===== config.mk =====
export PLATFORM = sky130hd
export DESIGN_NAME = pvp_ctrl
export DESIGN_NICKNAME = d
export VERILOG_FILES = /design/src/pvp_pkg.sv /design/src/pvp_ctrl.sv
export SDC_FILE = /design/constraint.sdc
export NUM_CORES = 1
export LEC_CHECK = 0
export BUFFER_PORTS_ARGS = -buffer_cell sky130_fd_sc_hd__buf_2
export CORE_MARGIN = 5
export CORE_UTILIZATION = 29
export DETAILED_ROUTE_END_ITERATION = 16
export PLACE_DENSITY = 0.77
export SLEW_MARGIN = 5
export SYNTH_ARGS = -nofsm -noshare
export SYNTH_HDL_FRONTEND = slang
export SYNTH_SLANG_ARGS = --single-unit
export TNS_END_PERCENT = 100

===== constraint.sdc =====
create_clock -name clock -period 1.65 [get_ports clock]
set_input_delay 0.0825 -clock clock [delete_from_list [all_inputs] [get_ports clock]]
set_output_delay 0.0825 -clock clock [all_outputs]
set_load 0.1 [all_outputs]

===== src/pvp_pkg.sv =====
// Types and constants of the point view projection block.
// Depends on nothing.
package pvp_pkg;
   localparam int unsigned STORE_DEPTH = 28;
   localparam int unsigned PROJ_BASE   = 12;
   localparam logic        OP_WRITE    = 1'b0;
   localparam logic        OP_PROJECT  = 1'b1;
   localparam logic [1:0]  MODE_NONE   = 2'd0;
   localparam logic [1:0]  MODE_PERSP  = 2'd1;
   localparam logic [1:0]  MODE_GENERAL = 2'd2;
   localparam logic        CSR_MODE    = 1'b0;
   localparam logic        CSR_FOCUS   = 1'b1;

   typedef struct packed {
      logic               opcode;
      logic [4:0]         coef_index;
      logic signed [31:0] coef_value;
      logic signed [31:0] point_x;
      logic signed [31:0] point_y;
      logic signed [31:0] point_z;
   } req_type;

   typedef struct packed {
      logic signed [31:0] out_x;
      logic signed [31:0] out_y;
      logic signed [31:0] out_z;
      logic               divide_error;
   } rsp_type;

   typedef enum logic [3:0] {
      ST_IDLE, ST_WRITE, ST_MAC, ST_MAC_WAIT, ST_ROW_DONE, ST_DIV_START,
      ST_DIV_RUN, ST_DIV_DONE, ST_FINISH, ST_INIT
   } state_type;

   // controller to datapath
   typedef struct packed {
      logic       load;        // capture request
      logic       write_coef;  // write coefficient store
      logic       init_write;  // identity load after reset, address on coef_addr
      logic       init_one;    // identity load word is 1.0
      logic       clear_acc;   // clear accumulator
      logic       mac;         // multiply-accumulate term
      logic [4:0] coef_addr;   // store address being read
      logic [1:0] term;        // 0..3 operand select
      logic       src_view;    // operands from point (1) or view result (0)
      logic [1:0] row_dest;    // destination of finished row
      logic       row_proj;    // row result written to projection regs
      logic       div_start;
      logic [1:0] div_sel;     // which quotient
      logic       div_store;
   } ctl_type;

   typedef struct packed {
      logic div_busy;
   } sts_type;

   function automatic logic signed [31:0] sat32(input logic signed [65:0] v);
      if (v > 66'sh0_7FFF_FFFF) return 32'sh7FFF_FFFF;
      if (v < -66'sh0_8000_0000) return 32'sh8000_0000;
      return v[31:0];
   endfunction
endpackage


===== src/pvp_ctrl.sv =====
// Controller: sequences the row products, divisions and the result strobe.
// Depends on pvp_pkg.
module pvp_ctrl (
   input  logic             clock,
   input  logic             reset,
   input  logic             start,
   input  pvp_pkg::req_type req,
   input  logic [1:0]       mode,
   input  pvp_pkg::sts_type sts,
   output pvp_pkg::ctl_type ctl,
   output logic             busy,
   output logic             done
);
   import pvp_pkg::*;

   state_type  state_ff, state_in;
   logic [4:0] row_ff, row_in;     // 0..6: three view rows then four projection rows; store address in ST_INIT
   logic [2:0] term_ff, term_in;   // read address issue counter 0..4
   logic       wlegal_ff, wlegal_in;
   logic [1:0] dsel_ff, dsel_in;
   logic [1:0] last_div;

   always_ff @(posedge clock) begin
      if (reset) begin
         state_ff <= ST_INIT;
         row_ff <= '0; term_ff <= '0; wlegal_ff <= 1'b0; dsel_ff <= '0;
      end else begin
         state_ff <= state_in;
         row_ff <= row_in; term_ff <= term_in; wlegal_ff <= wlegal_in;
         dsel_ff <= dsel_in;
      end
   end

   assign last_div = (mode == MODE_GENERAL) ? 2'd2 : 2'd1;

   always_comb begin
      state_in  = state_ff;
      row_in    = row_ff;
      term_in   = term_ff;
      wlegal_in = wlegal_ff;
      dsel_in   = dsel_ff;
      ctl       = '0;
      ctl.row_dest = 2'd3;
      ctl.src_view = row_ff < 5'd3;
      ctl.div_sel  = dsel_ff;
      busy = state_ff != ST_IDLE;
      done = 1'b0;
      ctl.coef_addr = 5'((row_ff < 5'd3 ? row_ff * 5'd4 : 5'd12 + (row_ff - 5'd3) * 5'd4)
                         + 5'(term_ff[1:0]));
      ctl.term = term_ff[1:0];
      case (state_ff)
         // load the identity matrices into the store, one word a cycle
         ST_INIT: begin
            ctl.init_write = 1'b1;
            ctl.coef_addr = row_ff;
            ctl.init_one = row_ff == 5'd0 || row_ff == 5'd5 || row_ff == 5'd10 ||
                           row_ff == 5'(PROJ_BASE) || row_ff == 5'(PROJ_BASE + 5) ||
                           row_ff == 5'(PROJ_BASE + 10) || row_ff == 5'(PROJ_BASE + 15);
            row_in = row_ff + 5'd1;
            if (row_ff == 5'(STORE_DEPTH - 1)) begin
               row_in = '0;
               state_in = ST_IDLE;
            end
         end
         ST_IDLE: begin
            if (start) begin
               ctl.load = 1'b1;
               wlegal_in = req.coef_index < 5'(STORE_DEPTH);
               row_in = '0; term_in = '0; dsel_in = '0;
               state_in = (req.opcode == OP_WRITE) ? ST_WRITE : ST_MAC;
            end
         end
         ST_WRITE: begin
            ctl.write_coef = wlegal_ff;
            state_in = ST_FINISH;
         end
         // issue four reads; each multiply follows in the cycle after its read
         ST_MAC: begin
            if (term_ff == 3'd0) ctl.clear_acc = 1'b1;
            ctl.mac = 1'b1;
            term_in = term_ff + 3'd1;
            if (term_ff == 3'd3) state_in = ST_MAC_WAIT;
         end
         ST_MAC_WAIT: begin
            ctl.term = 2'd3;
            state_in = ST_ROW_DONE;
         end
         ST_ROW_DONE: begin
            if (row_ff < 5'd3) ctl.row_dest = row_ff[1:0];
            else begin
               ctl.row_proj = 1'b1;
               ctl.term = 2'(row_ff - 5'd3);
            end
            term_in = '0;
            row_in = row_ff + 5'd1;
            if ((row_ff == 5'd2 && mode != MODE_GENERAL) || row_ff == 5'd6)
               state_in = (mode == MODE_PERSP || mode == MODE_GENERAL) ?
                          ST_DIV_START : ST_FINISH;
            else state_in = ST_MAC;
         end
         ST_DIV_START: begin
            ctl.div_start = 1'b1;
            state_in = ST_DIV_RUN;
         end
         ST_DIV_RUN: begin
            if (!sts.div_busy) state_in = ST_DIV_DONE;
         end
         ST_DIV_DONE: begin
            ctl.div_store = 1'b1;
            dsel_in = dsel_ff + 2'd1;
            state_in = (dsel_ff == last_div) ? ST_FINISH : ST_DIV_START;
         end
         ST_FINISH: begin
            done = 1'b1;
            state_in = ST_IDLE;
         end
         default: state_in = ST_IDLE;
      endcase
   end
endmodule


Word level (Yosys, flattened, before mapping)
Index checks and enable logic that the tools add are counted.

operators by class
  $add $sub $neg = 6
  order comparisons = 2
  equal/unequal tests = 26
  multiplexer cells = 33
  reductions and logical operators = 21

operator list
  operator                                        count
  case mux 4 bit (9 select lines)                 1
  two-way mux 4 bit                               7
  two-way mux 5 bit                               4
  == test 4 x 3 -> 1 bit (second input constant)  4
  == test 5 bit (second input constant)           3
  case mux 5 bit (3 select lines)                 1
  two-way mux 2 bit                               7
  == test 5 x 3 -> 1 bit (second input constant)  2
  == test 5 x 4 -> 1 bit (second input constant)  2
  != test 2 bit (second input constant)           5
  case mux 3 bit (3 select lines)                 1
  == test 4 x 2 -> 1 bit (second input constant)  2
  == test 4 bit (second input constant)           2
  logical OR 1 bit                                8
  two-way mux 1 bit                               8
  case mux 2 bit (2 select lines)                 2
  AND reduction 2 bit                             4
  two-way mux 3 bit                               2
  nonzero test 3 bit                              2
  adder 4 x 5 -> 5 bit (first input constant)     1
  adder 5 x 1 -> 5 bit (second input constant)    1
  adder 5 x 2 -> 5 bit                            1
  == test 5 x 2 -> 1 bit (second input constant)  1
  logical NOT 5 bit                               1
  other kinds (16)                                16

storage, ports and cells
  bits in registers = 15
  bits of input ports = 140
  output and inout bits = 23
  logic and storage cells = 93

Depth between registers and ports, before layout
Gate-level depths: netlist of the first run.

  depth in word-level cells = 8
  depth in mapped cells = 6

Worst setup path after synthesis of the first run
OpenSTA, ideal clock, no wires.

  path type = flip-flop to output port
  start = register state_ff[0]
  end = output port ctl[16] (netlist name)
  arrival time = 3.868 ns
  required time = 1.567 ns
  slack = -2.300 ns
  stages on the path, launching flop included = 4
  buffers on the path = 1
  path through = dfxtp_1 clkbuf_1 nor3_1 and3_1

RTL lines
  what                    RTL line        RTL
  from (decl)             pvp_ctrl.sv:16  state_type state_ff, state_in;
  from (signal assigned)  pvp_ctrl.sv:28  state_ff <= state_in;
  to (decl)               pvp_ctrl.sv:10  output pvp_pkg::ctl_type ctl,

==> results of run 1 <==
## layout make-up
class / instances / area share, %
multi-input cells: 129 / 45.6
clock buffers: 4 / 1.73
inverters: 15 / 2.45
well taps: 52 / 2.50
repair buffers: 76 / 35.1
flip-flops and latches: 15 / 12.5
## stage by stage
step | util, % | TNS, ns | instances | total power [mW]
global placement | 48.8 | -0.00659 | 265 | 1.58
floorplan | - | -2.70 | 170 | 1.23
finish | 60.2 | -1.02 | 291 | 2.20
detailed placement | 48.8 | -0.0648 | 265 | 1.60
global route | 60.2 | -1.97 | 291 | 2.28
CTS | 56.3 | -0.832 | 286 | 2.06
## registers in the layout, indices dropped and copies added (netlist names)
| name | cells |
|---|---|
| dsel_ff | 2 |
| term_ff | 3 |
| wlegal_ff | 1 |
| state_ff | 4 |
| row_ff | 5 |
## cells in the mapped netlist, drive strengths merged, types with 4 or more instances
library cell	count
nand3	4
ha	8
dfxtp	15
o31ai	5
nand2	17
nor3	5
inv	15
clkbuf	4
nand2b	4
a21oi	13
buf	7
or3	5
nor2	12
o21ai	5
## worst max-delay path by stage
stage                      startpoint     endpoint  slack, ns  cells past startpoint
after global routing      state_ff[0]       ctl[9]      -0.22                      6
after detailed placement  state_ff[1]  state_ff[0]      -0.04                      5
after global placement    state_ff[2]       ctl[8]     -0.007                      5
final                     state_ff[1]       ctl[8]      -0.18                      5
after floorplan             row_ff[4]       ctl[9]      -0.93                      4
after CTS                 state_ff[1]       ctl[8]      -0.14                      5
## power breakdown
group / switching, mW / leakage, nW / internal (mW)
sequential: 0.0480 / 0.127 / 0.392
clock: 0.151 / 0.0228 / 0.172
combinational: 0.828 / 0.909 / 0.613
total: 1.03 / 1.06 / 1.18
## kinds of logic after synthesis
family | synth area share [%]
fa+ha+maj | 7.80
buf+inv | 8.87
simple gates | 33.1
mux | 3.22
compound gates | 23.6
flops | 23.4
## cells in the final DEF, fill, tap and decap left out, types with 4 or more instances in the layout
| cell | n |
|---|---|
| a21oi_1 | 9 |
| buf_12 | 24 |
| buf_2 | 11 |
| buf_4 | 24 |
| buf_6 | 15 |
| dfxtp_1 | 4 |
| dfxtp_2 | 6 |
| dfxtp_4 | 5 |
| ha_1 | 6 |
| inv_1 | 7 |
| inv_2 | 5 |
| nand2_1 | 9 |
| nand2_2 | 4 |
| nand2_4 | 4 |
| nor2_1 | 11 |
| or3_1 | 4 |
## layer usage
layer / track usage (%) / part of all wire (%) / wire (um)
met4: 3.67 / 1.9 / 94
met5: 0 / 0 / 0
met3: 1.77 / 2.8 / 137
met2: 26.5 / 52 / 2610
met1: 19.1 / 43 / 2140
## worst reg2reg max path, cell delays in order, from the launching register on
cell and delay, ns:
dfxtp_4 0.39, buf_12 0.11, buf_8 0.10, buf_6 0.11
nand4b_1 0.17, a221oi_2 0.29, buf_4 0.17, nor3_1 0.05
a31oi_1 0.20
## what timing repair did
action / CTS / global route
hold buffers: 0 / 0
pin swaps: 13 / 11
endpoints found under the setup margin: 15 / 26
gates resized for setup: 46 / 29
buffers inserted: 17 / 5
==> results.sh, run 1 <==
export IMPL_status="complete, but fails checks"
export IMPL_violations="setup timing"
export IMPL_multiInputGateArea_sq_mm=0.00119
export IMPL_yosys_area_top_type="dfxtp_1"
export IMPL_synthToLayoutAreaGrowth_pct=103
export IMPL_fin_nets=388
export IMPL_cts_sinks=15
export IMPL_slew_limit_headroom_pct=67.8
export IMPL_synth_cell_area_sq_mm=0.00128
export IMPL_initial_core_util_pct=29.7
export IMPL_r2r_end="state_ff[2]"
export IMPL_worst_setup_path_type="flop to output pin"
export IMPL_ctsHtreeMaxLevel=1
export IMPL_min_path_type="input pin to flop"
export IMPL_r2r_cells=8
export IMPL_syn_nets=318
export IMPL_path_buf_inv=1
export IMPL_timing_final_crit_share_pct=111
export IMPL_grt_ovfl_total=0
export IMPL_placed_cell_area_sq_mm=0.00211
export IMPL_maxSlewViolCount=0
export IMPL_worst_slack_ns=-0.178
export IMPL_ys_ff_latch=15
export IMPL_hold_end="wlegal_ff"
export IMPL_cts_tree="yes"
export IMPL_grt_max_degree=14
export IMPL_worstPathRequired_ns=1.57
export IMPL_cap_violations=0
export IMPL_core_area_sq_mm=0.00432
export IMPL_drt_iter0_markers=130
export IMPL_period_minus_slack_ns=1.83
export IMPL_grt_pass1_wl_mm=7.39
export IMPL_synth_top_area_share_pct=23.4
export IMPL_finalSetupViolations=14
export IMPL_synth_cell_types=46
export IMPL_r2r_start="state_ff[1]"
export IMPL_wl_mm=4.98
export IMPL_yosys_warnings=0
export IMPL_numCtsBuffers=3
export IMPL_final_cell_area_sq_mm=0.00260
export IMPL_drc=0
export IMPL_ys_async_sr_fraction_pct=0
export IMPL_cp_cell_sequence="nor4b_4, a21boi_4, mux2i_2, nand2_4, buf_12"
export IMPL_p_per_area_mw_per_mm2=847
export IMPL_hold_viol_final=0
export IMPL_diodes=0
export IMPL_post_dp_hpwl_mm=2.93
export IMPL_critical_path_max_fanout=3
export IMPL_grt_pass1_vias=1526
export IMPL_route_detailed_wl_per_inst_um=17.1
export IMPL_clk_pin_slew_ns=0.07
export IMPL_whs_ns=0.128
export IMPL_fill_cells=313
export IMPL_drive_above_1_share_pct=59.8
export IMPL_die_y_um=76.5
export IMPL_dieArea_sq_mm=0.00586
export IMPL_crit_family="simple AND/OR/NAND/NOR gates"
export IMPL_num_rows=24
export IMPL_cp_end_kind="output pin"
export IMPL_max_freq_mhz=547
export IMPL_post_place_ws_ns=-0.0403
export IMPL_syn_inst=170
export IMPL_rrSetupSlack_ns=-0.03
export IMPL_via_count=1633
export IMPL_p_leak_nw=1.06
export IMPL_track_usage_pct=15.0
export IMPL_holdCritStartpoint="req[131]"
export IMPL_vdd_ir_drop_max_uv=554
export IMPL_hold_depth=3
export IMPL_synth_seq_area_share_pct=23.4
export IMPL_ys_flop_type="dfxtp_1"
export IMPL_io_buffer_count=32
export IMPL_synth_area_leaders="dfxtp_1 23%, ha_1 7.8%, a21oi_1 5.1%"
export IMPL_first_pass_iters=4
export IMPL_rsz0062_at_grt="yes"
export IMPL_tightest_slew_ns=0.487
export IMPL_antenna_found_initial=0
export IMPL_max_stage_delay_ns=0.37
export IMPL_gp_congestion=0.888
export IMPL_clock_path_buffers=2
export IMPL_clk_latency_ns=0.26
export IMPL_avgSynthCellArea_sq_um=7.55
export IMPL_die_w_um=76.5
export IMPL_seq_area_sq_um=327
export IMPL_skew_ns=0.00883
export IMPL_cp_slowest_cell="dfxtp_4"
export IMPL_critPathArrivalTime_ns=1.75
export IMPL_io_pins=163
export IMPL_viasPerCell=5.61
export IMPL_synth_edff_count=0
export IMPL_cp_start_kind="flop"
export IMPL_ant_nets=0
export IMPL_ctsRootBufferMaster="clkbuf_8"
Note: power is estimated with default switching activity, not from simulation.
==> run 2, diff against run 1 <==
CORE_UTILIZATION = 28   (was 29)
PLACE_DENSITY = 0.75   (was 0.77)
==> results.sh, run 2 (synthesis gave the netlist of run 1 again) <==
export IMPL_p_leak_nw=1.04
export IMPL_io_buffer_count=32
export IMPL_skew_ns=0.00164
export IMPL_fill_cells=331
export IMPL_core_area_sq_mm=0.00441
export IMPL_final_cell_mix="37 x buf_4, 22 x buf_12, 12 x nand2_1, 12 x nor2_1, 11 x buf_2"
export IMPL_min_path_type="input pin to flop"
export IMPL_numCtsBuffers=3
export IMPL_grt_pass1_vias=1532
export IMPL_clock_path_buffers=2
export IMPL_first_pass_iters=4
export IMPL_dieArea_sq_mm=0.00604
export IMPL_gp_congestion=0.838
export IMPL_worstPathRequired_ns=1.57
export IMPL_max_stage_delay_ns=0.34
export IMPL_worst_slack_ns=-0.166
export IMPL_cts_sinks=15
export IMPL_diodes=0
export IMPL_clk_pin_slew_ns=0.06
export IMPL_finalPower_mw=2.12
export IMPL_clk_latency_ns=0.25
export IMPL_slew_limit_headroom_pct=67.9
export IMPL_grt_max_degree=22
export IMPL_final_common_cell="buf_4"
export IMPL_hold_buffers=0
export IMPL_cp_end_kind="output pin"
export IMPL_worst_setup_path_type="flop to output pin"
export IMPL_finalSetupViolations=15
export IMPL_cp_slowest_cell="dfxtp_2"
export IMPL_drt_iter0_markers=76
export IMPL_critPathArrivalTime_ns=1.73
export IMPL_post_dp_hpwl_mm=2.91
export IMPL_maxSlewViolCount=0
export IMPL_cap_violations=0
export IMPL_final_core_util_pct=56.7
export IMPL_placed_cell_area_sq_mm=0.00211
export IMPL_io_pins=163
export IMPL_wl_mm=4.73
export IMPL_die_y_um=77.7
export IMPL_max_flop_register="row_ff"
export IMPL_critical_path_max_fanout=3
export IMPL_reg_top3="row_ff (5), state_ff (4), term_ff (3)"
export IMPL_drc=0
export IMPL_p_per_area_mw_per_mm2=848
export IMPL_hold_viol_final=0
export IMPL_ctsHtreeMaxLevel=1
export IMPL_cts_tree="yes"
export IMPL_ant_nets=0
export IMPL_grt_ovfl_total=0
export IMPL_fin_nets=390
export IMPL_die_w_um=77.7
export IMPL_ctsRootBufferMaster="clkbuf_8"
export IMPL_path_buf_inv=2
export IMPL_via_count=1565
export IMPL_cp_start_kind="flop"
export IMPL_initial_core_util_pct=29.1
export IMPL_route_detailed_wl_per_inst_um=16.1
export IMPL_status="complete, but fails checks"
export IMPL_timing_final_crit_share_pct=110
export IMPL_antenna_found_initial=0
export IMPL_period_minus_slack_ns=1.82
export IMPL_track_usage_pct=14.2
export IMPL_num_rows=24
export IMPL_largest_reg_flops=5
export IMPL_crit_family="compound AO/OA/AOI/OAI gates"
export IMPL_violations="setup timing"
export IMPL_drive_above_1_share_pct=56.4
export IMPL_rsz0062_at_grt="yes"
export IMPL_viasPerCell=5.34
export IMPL_tightest_slew_ns=0.485
export IMPL_vdd_ir_drop_max_uv=434
export IMPL_cp_cell_sequence="nor4b_4, a21boi_4, buf_6, nand2_1, o211ai_1, buf_12"
export IMPL_final_cell_area_sq_mm=0.00250
export IMPL_synthToLayoutAreaGrowth_pct=95.1
export IMPL_grt_pass1_wl_mm=7.25
export IMPL_max_freq_mhz=551
## run 2: worst paths after layout
path,from,endpoint,slack [ns],cells after the start
hold / removal,req[131],wlegal_ff,0.14,3
setup / recovery,state_ff[1],ctl[9],-0.17,6
hold reg to reg,wlegal_ff,wlegal_ff,0.45,2
setup reg to reg,state_ff[1],wlegal_ff,-0.01,7
## run 2: tightest hold or removal path: cells and delay by family
kind            cells  cell delay, ns
buf+inv             1            0.08
compound gates      2            0.18
## run 2: area by class of cell
type	instances	area [sq um]	area share [%]
well taps	52	65.1	2.60
repair buffers	78	881	35.2
multi-input cells	129	1130	45.1
flip-flops and latches	15	324	12.9
clock buffers	4	45.0	1.80
inverters	15	61.3	2.45
## run 2: metrics by stage
| step | hold slack (ns) | instances | setup WS [ns] | setup TNS (ns) |
|---|---|---|---|---|
| after floorplan | 0.305 | 170 | -0.929 | -2.70 |
| after global placement | 0.393 | 266 | 0.0213 | 0 |
| after detailed placement | 0.403 | 266 | -0.000748 | -0.000748 |
| after CTS | 0.140 | 277 | -0.131 | -0.865 |
| after global routing | 0.135 | 293 | -0.234 | -2.30 |
| final | 0.142 | 293 | -0.166 | -1.04 |
## run 2: repair_timing
item / CTS / global route
pin swaps: 7 / 8
resized for setup: 23 / 20
gates cloned: 0 / 1
endpoints found under the setup margin: 9 / 21
buffers inserted: 7 / 15
## run 2: layer usage
layer,vias to the layer above,share of wire (%),GRT usage [%]
met5,-,0,0
met4,0,2.7,5.50
met3,14,4.0,1.85
met2,62,52,24.2
met1,729,41,18.0
li1,760,-,-
## run 2: where the power goes
part | switching [mW] | total [mW] | internal, mW
Sequential | 0.0604 | 0.455 | 0.394
Clock | 0.131 | 0.302 | 0.171
Combinational | 0.785 | 1.37 | 0.582
==> run 3, diff against run 2 <==
ABC_AREA = 1   (was default)
==> results.sh, run 3 <==
export IMPL_status="finished, final reports clean"
export IMPL_largest_reg_flops=5
export IMPL_io_buffer_count=32
export IMPL_max_flop_register="row_ff"
export IMPL_maxSlewViolCount=0
export IMPL_post_place_ws_ns=0.0536
export IMPL_skew_ns=0.00249
export IMPL_multiInputGateArea_sq_mm=0.00108
export IMPL_syn_inst=210
export IMPL_drc=0
export IMPL_numCtsBuffers=3
export IMPL_final_cell_area_sq_mm=0.00224
export IMPL_die_w_um=77.4
export IMPL_worst_setup_path_type="flop to output pin"
export IMPL_gp_congestion=0.873
export IMPL_die_y_um=77.4
export IMPL_ys_ff_latch=15
export IMPL_clock_path_buffers=2
export IMPL_final_common_cell="nand2_1"
export IMPL_synth_cell_area_sq_mm=0.00127
export IMPL_first_pass_iters=4
export IMPL_synth_top_area_share_pct=23.6
export IMPL_synth_cell_types=27
export IMPL_final_cell_mix="55 x nand2_1, 21 x inv_1, 19 x buf_12"
export IMPL_worstPathRequired_ns=1.57
export IMPL_seq_area_sq_um=318
export IMPL_slew_limit_headroom_pct=67.5
export IMPL_cts_sinks=15
export IMPL_avgSynthCellArea_sq_um=6.05
export IMPL_timing_final_crit_share_pct=99.8
export IMPL_syn_nets=358
export IMPL_rsz0062_at_grt="yes"
export IMPL_dieArea_sq_mm=0.00599
export IMPL_route_detailed_wl_per_inst_um=13.3
export IMPL_max_freq_mhz=607
export IMPL_antenna_found_initial=0
export IMPL_yosys_warnings=0
export IMPL_wl_mm=4.11
export IMPL_p_per_area_mw_per_mm2=953
export IMPL_finalSetupTns_ns=0
export IMPL_grt_pass1_vias=1496
export IMPL_final_core_util_pct=51.2
export IMPL_critPathArrivalTime_ns=1.56
export IMPL_fin_cells=310
export IMPL_ctsRootBufferMaster="clkbuf_8"
export IMPL_num_rows=24
export IMPL_reg_top3="row_ff (5), state_ff (4), term_ff (3)"
export IMPL_grt_max_degree=11
export IMPL_io_pins=163
export IMPL_fin_nets=407
export IMPL_ctsHtreeMaxLevel=1
export IMPL_dpl_cell_count=299
export IMPL_via_count=1511
export IMPL_min_path_type="input pin to flop"
export IMPL_finalPower_mw=2.14
export IMPL_fill_cells=380
export IMPL_placed_cell_area_sq_mm=0.00199
export IMPL_rrSetupSlack_ns=0.19
export IMPL_ys_async_sr_fraction_pct=0
export IMPL_synth_area_leaders="dfxtp_1 24%, nand2_1 19%, inv_1 8.9%"
export IMPL_initial_core_util_pct=29.0
export IMPL_vdd_ir_drop_max_uv=454
export IMPL_hold_buffers=0
export IMPL_clk_pin_slew_ns=0.06
export IMPL_clk_latency_ns=0.25
export IMPL_period_minus_slack_ns=1.65
export IMPL_cts_tree="yes"
export IMPL_synth_edff_count=0
export IMPL_grt_ovfl_total=0
export IMPL_drive_above_1_share_pct=45.7
export IMPL_finalSetupViolations=0
export IMPL_post_dp_hpwl_mm=3.06
export IMPL_drt_iter0_markers=124
export IMPL_critical_path_max_fanout=5
export IMPL_whs_ns=0.0424
export IMPL_diodes=0
export IMPL_track_usage_pct=13.1
export IMPL_cap_violations=0
export IMPL_yosysMostFrequentCell="nand2_1"
export IMPL_yosys_area_top_type="dfxtp_1"
export IMPL_synthToLayoutAreaGrowth_pct=76.6
export IMPL_cp_end_kind="output pin"
export IMPL_viasPerCell=4.87
export IMPL_core_area_sq_mm=0.00438
export IMPL_worst_slack_ns=0.00255
export IMPL_p_leak_nw=0.978
export IMPL_grt_pass1_wl_mm=6.61
export IMPL_tightest_slew_ns=0.490
export IMPL_ys_flop_type="dfxtp_1"
export IMPL_cp_start_kind="flop"
export IMPL_ant_nets=0
export IMPL_hold_viol_final=0
export IMPL_synth_commonest_cells="63 x nand2_1, 30 x inv_1, 20 x nor2_1"
export IMPL_synth_seq_area_share_pct=23.6
-- run 3: kinds of logic after synthesis --
family          synth area share [%]
simple gates                    41.8
fa+ha+maj                       7.87
flops                           23.6
buf+inv                         12.3
xor+xnor                       0.689
compound gates                  13.7
-- run 3: final timing paths --
path,cells past startpoint,start,to
hold / removal,2,req[131],wlegal_ff
hold reg to reg,2,term_ff[2],term_ff[2]
setup reg to reg,10,row_ff[2],state_ff[0]
setup / recovery,6,row_ff[1],ctl[13]
-- run 3: power by group --
group	leakage (nW)	internal, mW	switching [mW]	total (mW)
Clock	0.0228	0.171	0.130	0.301
Sequential	0.124	0.398	0.0624	0.460
Combinational	0.831	0.502	0.877	1.38
-- run 3: layout make-up --
cell class              count  share of cell area [%]
clock buffers               4                    2.01
inverters                  33                    6.91
flip-flops and latches     15                    14.2
multi-input cells         158                    48.0
well taps                  52                    2.90
repair buffers             48                    26.0
-- run 3: worst max-delay path, stage by stage (launching register included) --
cell and delay, ns:
dfxtp_4 0.42, inv_6 0.06, ha_4 0.28, xor2_2 0.14, o21ai_2 0.08, o21ai_4 0.15, buf_12 0.19
-- run 3: what timing repair did --
item                       CTS  global route
setup endpoints to repair    8            12
resized for setup           28            16
pin swaps                    5            13
setup buffers                6             1
-- run 3: routing by layer --
layer	track usage [%]	share of wire [%]	up-vias
met2	25.4	54	51
met4	3.44	2.3	0
met1	14.5	39	678
li1	-	-	768
met5	0	0	-
met3	1.97	4.9	14
